### src/rtl/dqo_pkg.sv
// Shared types, constants and helper functions for the dual quadrature odometry block.
package dqo_pkg;

   // Operand and product widths of the shared multiplier.
   localparam int MUL_W  = 34;
   localparam int PROD_W = 2 * MUL_W;

   // Angle constants in Q16.16.
   localparam logic [31:0]        Q_TWO_PI_U = 32'd411775;
   localparam logic signed [19:0] Q_TWO_PI   = 20'sd411775;
   localparam logic signed [19:0] Q_PI       = 20'sd205887;
   localparam logic signed [19:0] Q_HALF_PI  = 20'sd102944;

   // CORDIC start magnitude in Q2.30 (inverse of the rotation gain).
   localparam logic signed [MUL_W-1:0] CORDIC_GAIN = 34'sd652032874;

   // Reciprocal of 2pi scaled by 2^MOD_SHIFT and rounded down. For an angle
   // magnitude up to 2^31 the quotient taken from it is exact or one short,
   // so one compare and subtract finishes the remainder.
   localparam int MOD_SHIFT = 50;
   localparam logic signed [MUL_W-1:0] MOD_RECIP =
      MUL_W'((64'd1 << MOD_SHIFT) / {32'd0, Q_TWO_PI_U});

   // Configuration register indexes.
   localparam logic REG_DISTANCE_PER_COUNT = 1'b0;
   localparam logic REG_INVERSE_WHEEL_BASE = 1'b1;

   typedef enum logic [1:0] {
      CH_RIGHT_A = 2'd0,
      CH_RIGHT_B = 2'd1,
      CH_LEFT_A  = 2'd2,
      CH_LEFT_B  = 2'd3
   } channel_type;

   typedef struct packed {
      channel_type channel;
      logic        level_a;
      logic        level_b;
   } pin_event_type;

   typedef struct packed {
      logic signed [31:0] turn_angle;
      logic signed [31:0] y_distance;
      logic signed [31:0] x_distance;
   } result_type;

   // Arctangent of 2^-i in Q16.16.
   function automatic logic [15:0] atan_entry(input logic [4:0] idx);
      logic [15:0] val;
      case (idx)
         5'd0:    val = 16'd51472;
         5'd1:    val = 16'd30385;
         5'd2:    val = 16'd16055;
         5'd3:    val = 16'd8150;
         5'd4:    val = 16'd4091;
         5'd5:    val = 16'd2047;
         5'd6:    val = 16'd1024;
         5'd7:    val = 16'd512;
         5'd8:    val = 16'd256;
         5'd9:    val = 16'd128;
         5'd10:   val = 16'd64;
         5'd11:   val = 16'd32;
         5'd12:   val = 16'd16;
         5'd13:   val = 16'd8;
         5'd14:   val = 16'd4;
         5'd15:   val = 16'd2;
         5'd16:   val = 16'd1;
         default: val = 16'd0;
      endcase
      return val;
   endfunction

   // Saturate a full-width product to a signed 32-bit value.
   function automatic logic signed [31:0] sat32(input logic signed [PROD_W-1:0] v);
      logic signed [31:0] res;
      if (v[PROD_W-1:31] == '0 || v[PROD_W-1:31] == '1) begin
         res = v[31:0];
      end else if (v[PROD_W-1]) begin
         res = 32'sh8000_0000;
      end else begin
         res = 32'sh7fff_ffff;
      end
      return res;
   endfunction

endpackage

### src/rtl/dqo_counts.sv
// Saturating x4 quadrature counters for the right and left wheels.
module dqo_counts #(
   parameter int COUNT_WIDTH = 16
) (
   input  logic                          clock,
   input  logic                          reset,
   input  logic                          edge_en,
   input  dqo_pkg::pin_event_type        pin_event,
   input  logic                          clear,
   output logic signed [COUNT_WIDTH-1:0] right_count,
   output logic signed [COUNT_WIDTH-1:0] left_count
);
   import dqo_pkg::*;

   localparam logic signed [COUNT_WIDTH-1:0] CNT_MAX = {1'b0, {(COUNT_WIDTH-1){1'b1}}};
   localparam logic signed [COUNT_WIDTH-1:0] CNT_MIN = {1'b1, {(COUNT_WIDTH-1){1'b0}}};

   logic signed [COUNT_WIDTH-1:0] right_ff, right_in;
   logic signed [COUNT_WIDTH-1:0] left_ff, left_in;
   logic                          levels_differ;
   logic                          is_right;
   logic                          up;
   logic signed [COUNT_WIDTH-1:0] cur;
   logic signed [COUNT_WIDTH-1:0] bumped;

   assign levels_differ = pin_event.level_a ^ pin_event.level_b;

   always_comb begin
      unique case (pin_event.channel)
         CH_RIGHT_A: begin
            is_right = 1'b1;
            up       = levels_differ;
         end
         CH_RIGHT_B: begin
            is_right = 1'b1;
            up       = ~levels_differ;
         end
         CH_LEFT_A: begin
            is_right = 1'b0;
            up       = ~levels_differ;
         end
         default: begin
            is_right = 1'b0;
            up       = levels_differ;
         end
      endcase
   end

   assign cur = is_right ? right_ff : left_ff;

   always_comb begin
      if (up) begin
         bumped = (cur == CNT_MAX) ? CNT_MAX : cur + 1'b1;
      end else begin
         bumped = (cur == CNT_MIN) ? CNT_MIN : cur - 1'b1;
      end
   end

   always_comb begin
      right_in = right_ff;
      left_in  = left_ff;
      if (clear) begin
         right_in = '0;
         left_in  = '0;
      end else if (edge_en) begin
         if (is_right) begin
            right_in = bumped;
         end else begin
            left_in = bumped;
         end
      end
   end

   always_ff @(posedge clock) begin
      if (reset) begin
         right_ff <= '0;
         left_ff  <= '0;
      end else begin
         right_ff <= right_in;
         left_ff  <= left_in;
      end
   end

   assign right_count = right_ff;
   assign left_count  = left_ff;

endmodule

### config.mk
export PLATFORM = sky130hd
export DESIGN_NAME = dqo_counts
export DESIGN_NICKNAME = d
export VERILOG_FILES = /design/src/rtl/dqo_pkg.sv /design/src/rtl/dqo_counts.sv
export SDC_FILE = /design/constraint.sdc
export NUM_CORES = 1
export LEC_CHECK = 0
export BUFFER_PORTS_ARGS = -buffer_cell sky130_fd_sc_hd__buf_2
export CAP_MARGIN = 0
export CORE_AREA = 2 2 71 73
export DETAILED_ROUTE_END_ITERATION = 7
export DIE_AREA = 0 0 73 75
export GPL_TIMING_DRIVEN = 0
export PLACE_DENSITY_LB_ADDON = 0.2
export SLEW_MARGIN = 20
export SYNTH_ARGS = -nofsm -noshare
export SYNTH_HDL_FRONTEND = slang
export SYNTH_SLANG_ARGS = --single-unit
### constraint.sdc
create_clock -name clock -period 4 [get_ports clock]
set_input_delay 0.4 -clock clock [delete_from_list [all_inputs] [get_ports clock]]
set_output_delay 0.4 -clock clock [all_outputs]
set_load 0.02 [all_outputs]
==> results by group, run 1 <==
Clock network
  • Clock sink count: 32
  • Clk root buf: clkbuf_8
  • Clk buf depth: 2
  • Clock edge transition at the registers on the reported setup and hold paths: 0.07 ns
  • Post CTS Setup Buffer Count: 0
  • Post-CTS Hold Buffers: 0
  • PostCTS Resize Cnt: 0
  • Total CTS buffers: 5
  • H-tree depth: 2
  • Clock latency on the worst-skew pair: 0.29 ns
  • CTS tree: done

Cells and area
  • Final net count: 391
  • Ant diodes: 0
  • Fraction of layout cells with a size suffix above 1: 19.5%
  • Area Growth Syn to Fin: 14.3%
  • Post-Layout Cell Count: 433

Placement
  • Placer Congestion: 1.04
  • IO buf count: 39
  • Cells after DPL: 425
  • Post-place setup slack: 0.245 ns
  • Detailed placer's ending HPWL: 6800 um

Worst setup path
  • WP depth: 12
  • R2r setup slk: 0.90 ns
  • Buf+Inv Stages, Crit Path: 4
  • Worst Reg-to-Reg Cells: 11
  • Worst path most repeated cell: buf_2
  • Crit. End Element: register
  • CP Cell Sequence: buf_2 -> inv_1 -> ha_1 -> or2_2 -> buf_2 -> buf_2 -> mux2i_1 -> ha_1 -> o211a_1 -> a31oi_1 -> a211oi_1 -> o21ai_0
  • CP Launch Type: primary input
  • WS Path Type: primary input to register
  • Slowest CP cell: mux2i_1
  • Crit path required time: 4.17 ns
  • CP max FO: 10
  • Crit path max-delay family: compound AO/OA/AOI/OAI gates
  • Worst r2r dst: right_count[2]$_SDFFE_PP0P_
  • CP peak stage delay: 0.49 ns
  • Crit path DAT: 3.78 ns
  • Worst R2R Start: left_count[1]$_SDFFE_PP0P_

Synth
  • Number of synthesized flops with an enable pin: 0
  • Yosys reg bits: 32
  • Sequential area share after synthesis: 24.8%
  • Synth Area per Inst: 7.79 um^2
  • Synth unique cells: 58
  • Post-Synthesis Cells: 332
  • Syn Nets: 345
  • Main synth FF type: dfxtp_1
  • Netlist Area Pre-Place: 2590 um^2
  • Post-synthesis async set-or-reset flop share: 0%
  • Synthesis Warnings: 0

STA
  • Highest clock rate: 277 MHz
  • Setup_tns: 0 ns
  • Hold Fails Final Rpt: 0
  • Slew HR: 33.1%
  • Final worst slack: 0.389 ns
  • RSZ-0062 raised after global routing: no
  • Final worst path period share: 90.3%
  • Worst-Margin Slew: 1.00 ns
  • Minimum hold slack: 0.424 ns
  • Crit path time final: 3.61 ns
  • Final setup fails: 0
  • Fin Clk Skew: 0.0114 ns
  • Fin. max-slew vios: 0

Global route
  • Total track usage: 34.9%
  • Largest net degree at the start of global routing: 11
  • Initial antenna violation count: 0
  • Vias in the first global route: 2688
  • Total gr overflow: 0
  • First-pass GRT wire length: 14300 um

Drt
  • Initial drt markers: 560
  • Drt drc: 0
  • Vias: 3089
  • Vias/cell: 7.13
  • Routed len/inst: 21.7 um
  • Drt total wl: 9390 um
  • Final ANT Viol Nets: 0
  • Initial DRT Pass Iterations: 8

Min path
  • Hold Crit Endpoint: left_count[1]$_SDFFE_PP0P_
  • Hold path startpoint: reset
  • Hold depth: 3
  • Hold WC Path Type: primary input to register

Power
  • Leak: 1.15 nW
  • Pwr Density: 332 nW/um^2
  • Total power draw: 0.982 mW
  • Peak supply drop: 0.207 mV

Floorplan
  • Die footprint: 5480 um^2
  • Die width: 73 um
  • Starting Density: 55.5%
  • Core box area: 4660 um^2
  • IO Count: 40
  • Die height: 75 um
  • Row cnt: 25

Job
  • MaxCap Viol Count: 0

Run status
  • Status: complete, no violations
==> area by class of cell <==
class	count	area (um^2)
tap	54	67.6
inverter	5	18.8
sequential	32	641
timing repair buffer	39	195
multi-input combinational	274	1830
clock inverter	2	35.0
clock buffer	6	72.6
fill	427	1700
buffer	21	96.3
==> kinds of logic (layout without fill, tap and decap cells) <==
logic type	count (synthesis)	in the layout	synth area share, %
multiplexers	15	15	6.04
AND/OR/NAND/NOR	108	108	24.7
adder cells (fa/ha/maj)	5	5	2.42
flip-flops	32	32	24.8
XOR/XNOR	14	14	4.74
buffers and inverters	26	73	4.45
AO/OA/AOI/OAI	132	132	32.9
==> layout by cell type (no fill, tap or decap), drive strengths merged, types with 5 or more instances in the layout <==
cell type	Yosys	layout
inv	5	5
o211ai	13	13
mux2i	10	10
ha	5	5
clkbuf	10	16
nor2	7	7
or4bb	5	5
nand4	7	7
dfxtp	32	32
nor4	5	5
a22oi	7	7
and3	7	7
buf	11	50
a31oi	13	13
and2	9	9
a21oi	28	28
nand2	24	24
xor2	8	8
nand3	22	22
nor3	5	5
xnor2	6	6
mux2	5	5
o31ai	7	7
o21ai	38	38
==> tightest hold or removal path, cell delays in order <==
cell	delay, ns
buf_2	0.08
or2_2	0.14
a21oi_1	0.05
==> Yosys cell counts, types with 5 or more instances <==
library cell	number	area share, %
a31oi_1	13	3.1
buf_2	8	1.5
clkbuf_1	10	1.5
xor2_1	8	2.7
o21ai_0	35	6.8
nand3_1	21	4.1
nor2_1	7	1.0
and2_1	8	1.9
and3_1	7	1.7
or4bb_1	5	2.2
inv_1	5	0.73
nand2_1	23	3.3
ha_1	5	2.4
xnor2_1	6	2.0
mux2_2	5	2.2
a21oi_1	27	5.2
o31ai_1	7	2.0
mux2i_1	10	3.9
nand4_1	6	1.5
a22oi_1	7	2.0
nor4_1	5	1.2
dfxtp_1	32	25
o211ai_1	13	3.8
nor3_1	5	0.97
==> flip-flops by register name, indices dropped and copies added, names as in the netlist <==
signal,flops
left_count,16
right_count,16
==> power breakdown <==
| group | switching (mW) | leakage (nW) | internal (mW) |
|---|---|---|---|
| clock | 0.129 | 0.0552 | 0.185 |
| sequential | 0.0207 | 0.260 | 0.331 |
| combinational | 0.212 | 0.839 | 0.105 |
==> layer usage <==
metal	routed length (um)	track usage [%]	part of all wire [%]
met5	0	0	0
met1	3880	47.5	41
met2	4210	53.6	45
met3	1150	9.64	12
met4	145	11.1	1.5
==> how the worst max path moves through the flow <==
stage / startpoint / end / slack (ns)
6_report: pin_event[3] / left_count[8]$_SDFFE_PP0P_ / 0.39
5_1_grt: pin_event[3] / left_count[1]$_SDFFE_PP0P_ / 0.26
4_1_cts: pin_event[3] / right_count[2]$_SDFFE_PP0P_ / 0.54
3_5_place_dp: pin_event[2] / right_count[2]$_SDFFE_PP0P_ / 0.24
3_3_place_gp: pin_event[2] / left_count[9]$_SDFFE_PP0P_ / 0.31
2_1_floorplan: pin_event[3] / left_count[9]$_SDFFE_PP0P_ / 0.97
==> through the flow <==
step / cell area, um^2 / util, %
2_1_floorplan: 2590 / -
3_3_place_gp: 2850 / 61.2
3_5_place_dp: 2850 / 61.2
4_1_cts: 2960 / 63.5
5_1_grt: 2960 / 63.5
6_report: 2960 / 63.5
No activity file was read; power rests on OpenSTA's default activity.
==> inputs of run 2 (changes only) <==
--- a/config.mk
+++ b/config.mk
@@ -7,9 +7,9 @@
 export LEC_CHECK = 0
 export BUFFER_PORTS_ARGS = -buffer_cell sky130_fd_sc_hd__buf_2
 export CAP_MARGIN = 0
-export CORE_AREA = 2 2 71 73
+export CORE_AREA = 2 2 74 76
 export DETAILED_ROUTE_END_ITERATION = 7
-export DIE_AREA = 0 0 73 75
+export DIE_AREA = 0 0 76 78
 export GPL_TIMING_DRIVEN = 0
 export PLACE_DENSITY_LB_ADDON = 0.2
 export SLEW_MARGIN = 20
==> constraint.sdc (replaced) <==
create_clock -name clock -period 3.2 [get_ports clock]
set_input_delay 0.32 -clock clock [delete_from_list [all_inputs] [get_ports clock]]
set_output_delay 0.32 -clock clock [all_outputs]
set_load 0.02 [all_outputs]
==> results by group, run 2 (same netlist as run 1, synthesis figures left out) <==
Clock network
  • H-tree depth: 2 (unchanged)
  • Clock edge transition at the registers on the reported setup and hold paths: 0.07 ns (about the same)
  • CTS tree: done
  • Clk buf depth: 2 (unchanged)
  • Clk root buf: clkbuf_8
  • Total CTS buffers: 5 (unchanged)
  • Clock sink count: 32 (unchanged)
  • Clock latency on the worst-skew pair: 0.28 ns (about the same)

Worst setup path
  • CP max FO: 12 (+2)
  • Crit path required time: 3.34 ns (-0.83 ns)
  • Crit. End Element: register
  • WS Path Type: primary input to register
  • CP Launch Type: primary input
  • Crit path DAT: 3.20 ns (-0.58 ns)

Drt
  • Initial drt markers: 475 (-15%)
  • Drt total wl: 9380 um (-0.11%)
  • Final ANT Viol Nets: 0 (unchanged)
  • Routed len/inst: 20.8 um (-4.1%)
  • Vias/cell: 6.78 (-5.0%)
  • Initial DRT Pass Iterations: 5 (-3)
  • Vias: 3057 (-1.0%)
  • Drt drc: 0 (unchanged)

STA
  • Fin. max-slew vios: 0 (unchanged)
  • Hold Fails Final Rpt: 0 (unchanged)
  • Final setup fails: 0 (unchanged)
  • Worst-Margin Slew: 0.973 ns (-0.0309 ns)
  • Final worst slack: 0.139 ns (-0.250 ns)
  • Minimum hold slack: 0.340 ns (-0.0839 ns)
  • Setup_tns: 0 ns (unchanged)
  • Fin Clk Skew: 0.00284 ns (-0.00857 ns)
  • Final worst path period share: 95.7%
  • Slew HR: 35.2% (+2.1 points)
  • Crit path time final: 3.06 ns
  • Highest clock rate: 327 MHz

Cells and area
  • Commonest non-fill, non-tap cells in the layout: buf_2, o21ai_0, dfxtp_1
  • Multi-input logic area: 1900 um^2 (+3.5%)
  • Fill count: 499 (+17%)
  • Final net count: 393 (+0.51%)
  • Commonest non-fill, non-tap cell in the layout: buf_2
  • Register Area: 641 um^2 (unchanged)
  • Ant diodes: 0 (unchanged)
  • Fin util: 60.7% (-2.7 points)
  • Area Growth Syn to Fin: 18.3%
  • Fraction of layout cells with a size suffix above 1: 21.5% (+2.0 points)

Floorplan
  • Die footprint: 5930 um^2 (+8.3%)
  • Starting Density: 51.3% (-4.2 points)
  • Row cnt: 26 (+4.0%)
  • Die height: 78 um (+4.0%)
  • Core box area: 5040 um^2 (+8.2%)
  • IO Count: 40 (unchanged)
  • Die width: 76 um (+4.1%)

Power
  • Total power draw: 1.23 mW (+26%)
  • Leak: 1.20 nW (+3.6%)
  • Pwr Density: 403 nW/um^2 (+21%)
  • Peak supply drop: 0.232 mV (+12%)

Global route
  • Vias in the first global route: 2847 (+5.9%)
  • First-pass GRT wire length: 15100 um (+5.9%)
  • Initial antenna violation count: 0 (unchanged)
  • Total track usage: 32.1% (-2.8 points)
  • Total gr overflow: 0 (unchanged)
  • Largest net degree at the start of global routing: 11 (unchanged)

Min path
  • Hold WC Path Type: primary input to register

Placement
  • Post-place setup slack: -0.557 ns (-0.802 ns)
  • IO buf count: 39 (unchanged)
  • Placer Congestion: 0.963 (-7.0%)
  • Detailed placer's ending HPWL: 6870 um (+1.1%)

Job
  • MaxCap Viol Count: 0 (unchanged)

Run status
  • Status: complete, no violations
run 2: changes by cell type in the layout (fill, tap and decap cells not counted), sizes merged:
cell  before  now
buf       50   52
run 2: metrics by stage:
stage	instances	instance area, um^2
2_1_floorplan	332	2590
3_3_place_gp	441	2870
3_5_place_dp	441	2870
4_1_cts	449	3010
5_1_grt	451	3060
6_report	451	3060
run 2: path summary, 6_finish.rpt:
path         cells past startpoint                       start  slack (ns)                           to
max reg2reg                     13  left_count[1]$_SDFFE_PP0P_        0.36  right_count[6]$_SDFFE_PP0P_
min                              3                       reset        0.34   left_count[0]$_SDFFE_PP0P_
max                             16                pin_event[3]        0.14  right_count[6]$_SDFFE_PP0P_
min reg2reg                      2  left_count[1]$_SDFFE_PP0P_        0.52   left_count[1]$_SDFFE_PP0P_
run 2: timing repair:
item                                    CTS  global route
resized for setup                         4             9
endpoints found under the setup margin   22            30
setup buffers                             0             3
hold buffers                              0             0
pin swaps                                 0             1
run 2: cell type report:
cell class / count / share of cell area, %
buffer: 20 / 3.06
sequential: 32 / 20.9
clock buffer: 6 / 2.37
inverter: 5 / 0.613
multi-input combinational: 274 / 61.9
timing repair buffer: 42 / 7.11
clock inverter: 2 / 1.14
tap: 70 / 2.86
run 2: where the power goes:
group | internal (mW) | switching, mW | total [mW]
Combinational | 0.138 | 0.267 | 0.405
Clock | 0.231 | 0.159 | 0.390
Sequential | 0.414 | 0.0261 | 0.440
run 2: per-layer routing:
metal / track usage, % / share of wire [%] / vias up
li1: - / - / 1403
met1: 44.8 / 42 / 1432
met2: 49.6 / 44 / 187
met3: 5.00 / 11 / 35
met4: 12.9 / 2.9 / 0
met5: 0 / 0 / -
run 2: critical path: stages:
cell and delay (ns):
buf_2 0.08, inv_1 0.05, ha_1 0.23, or2_2 0.47, buf_4 0.26, mux2i_4 0.23
inv_1 0.08, ha_1 0.18, inv_1 0.12, a221oi_4 0.39, buf_4 0.20, buf_4 0.10
xor2_1 0.13, a21oi_1 0.09, a21oi_2 0.18, a21oi_1 0.09
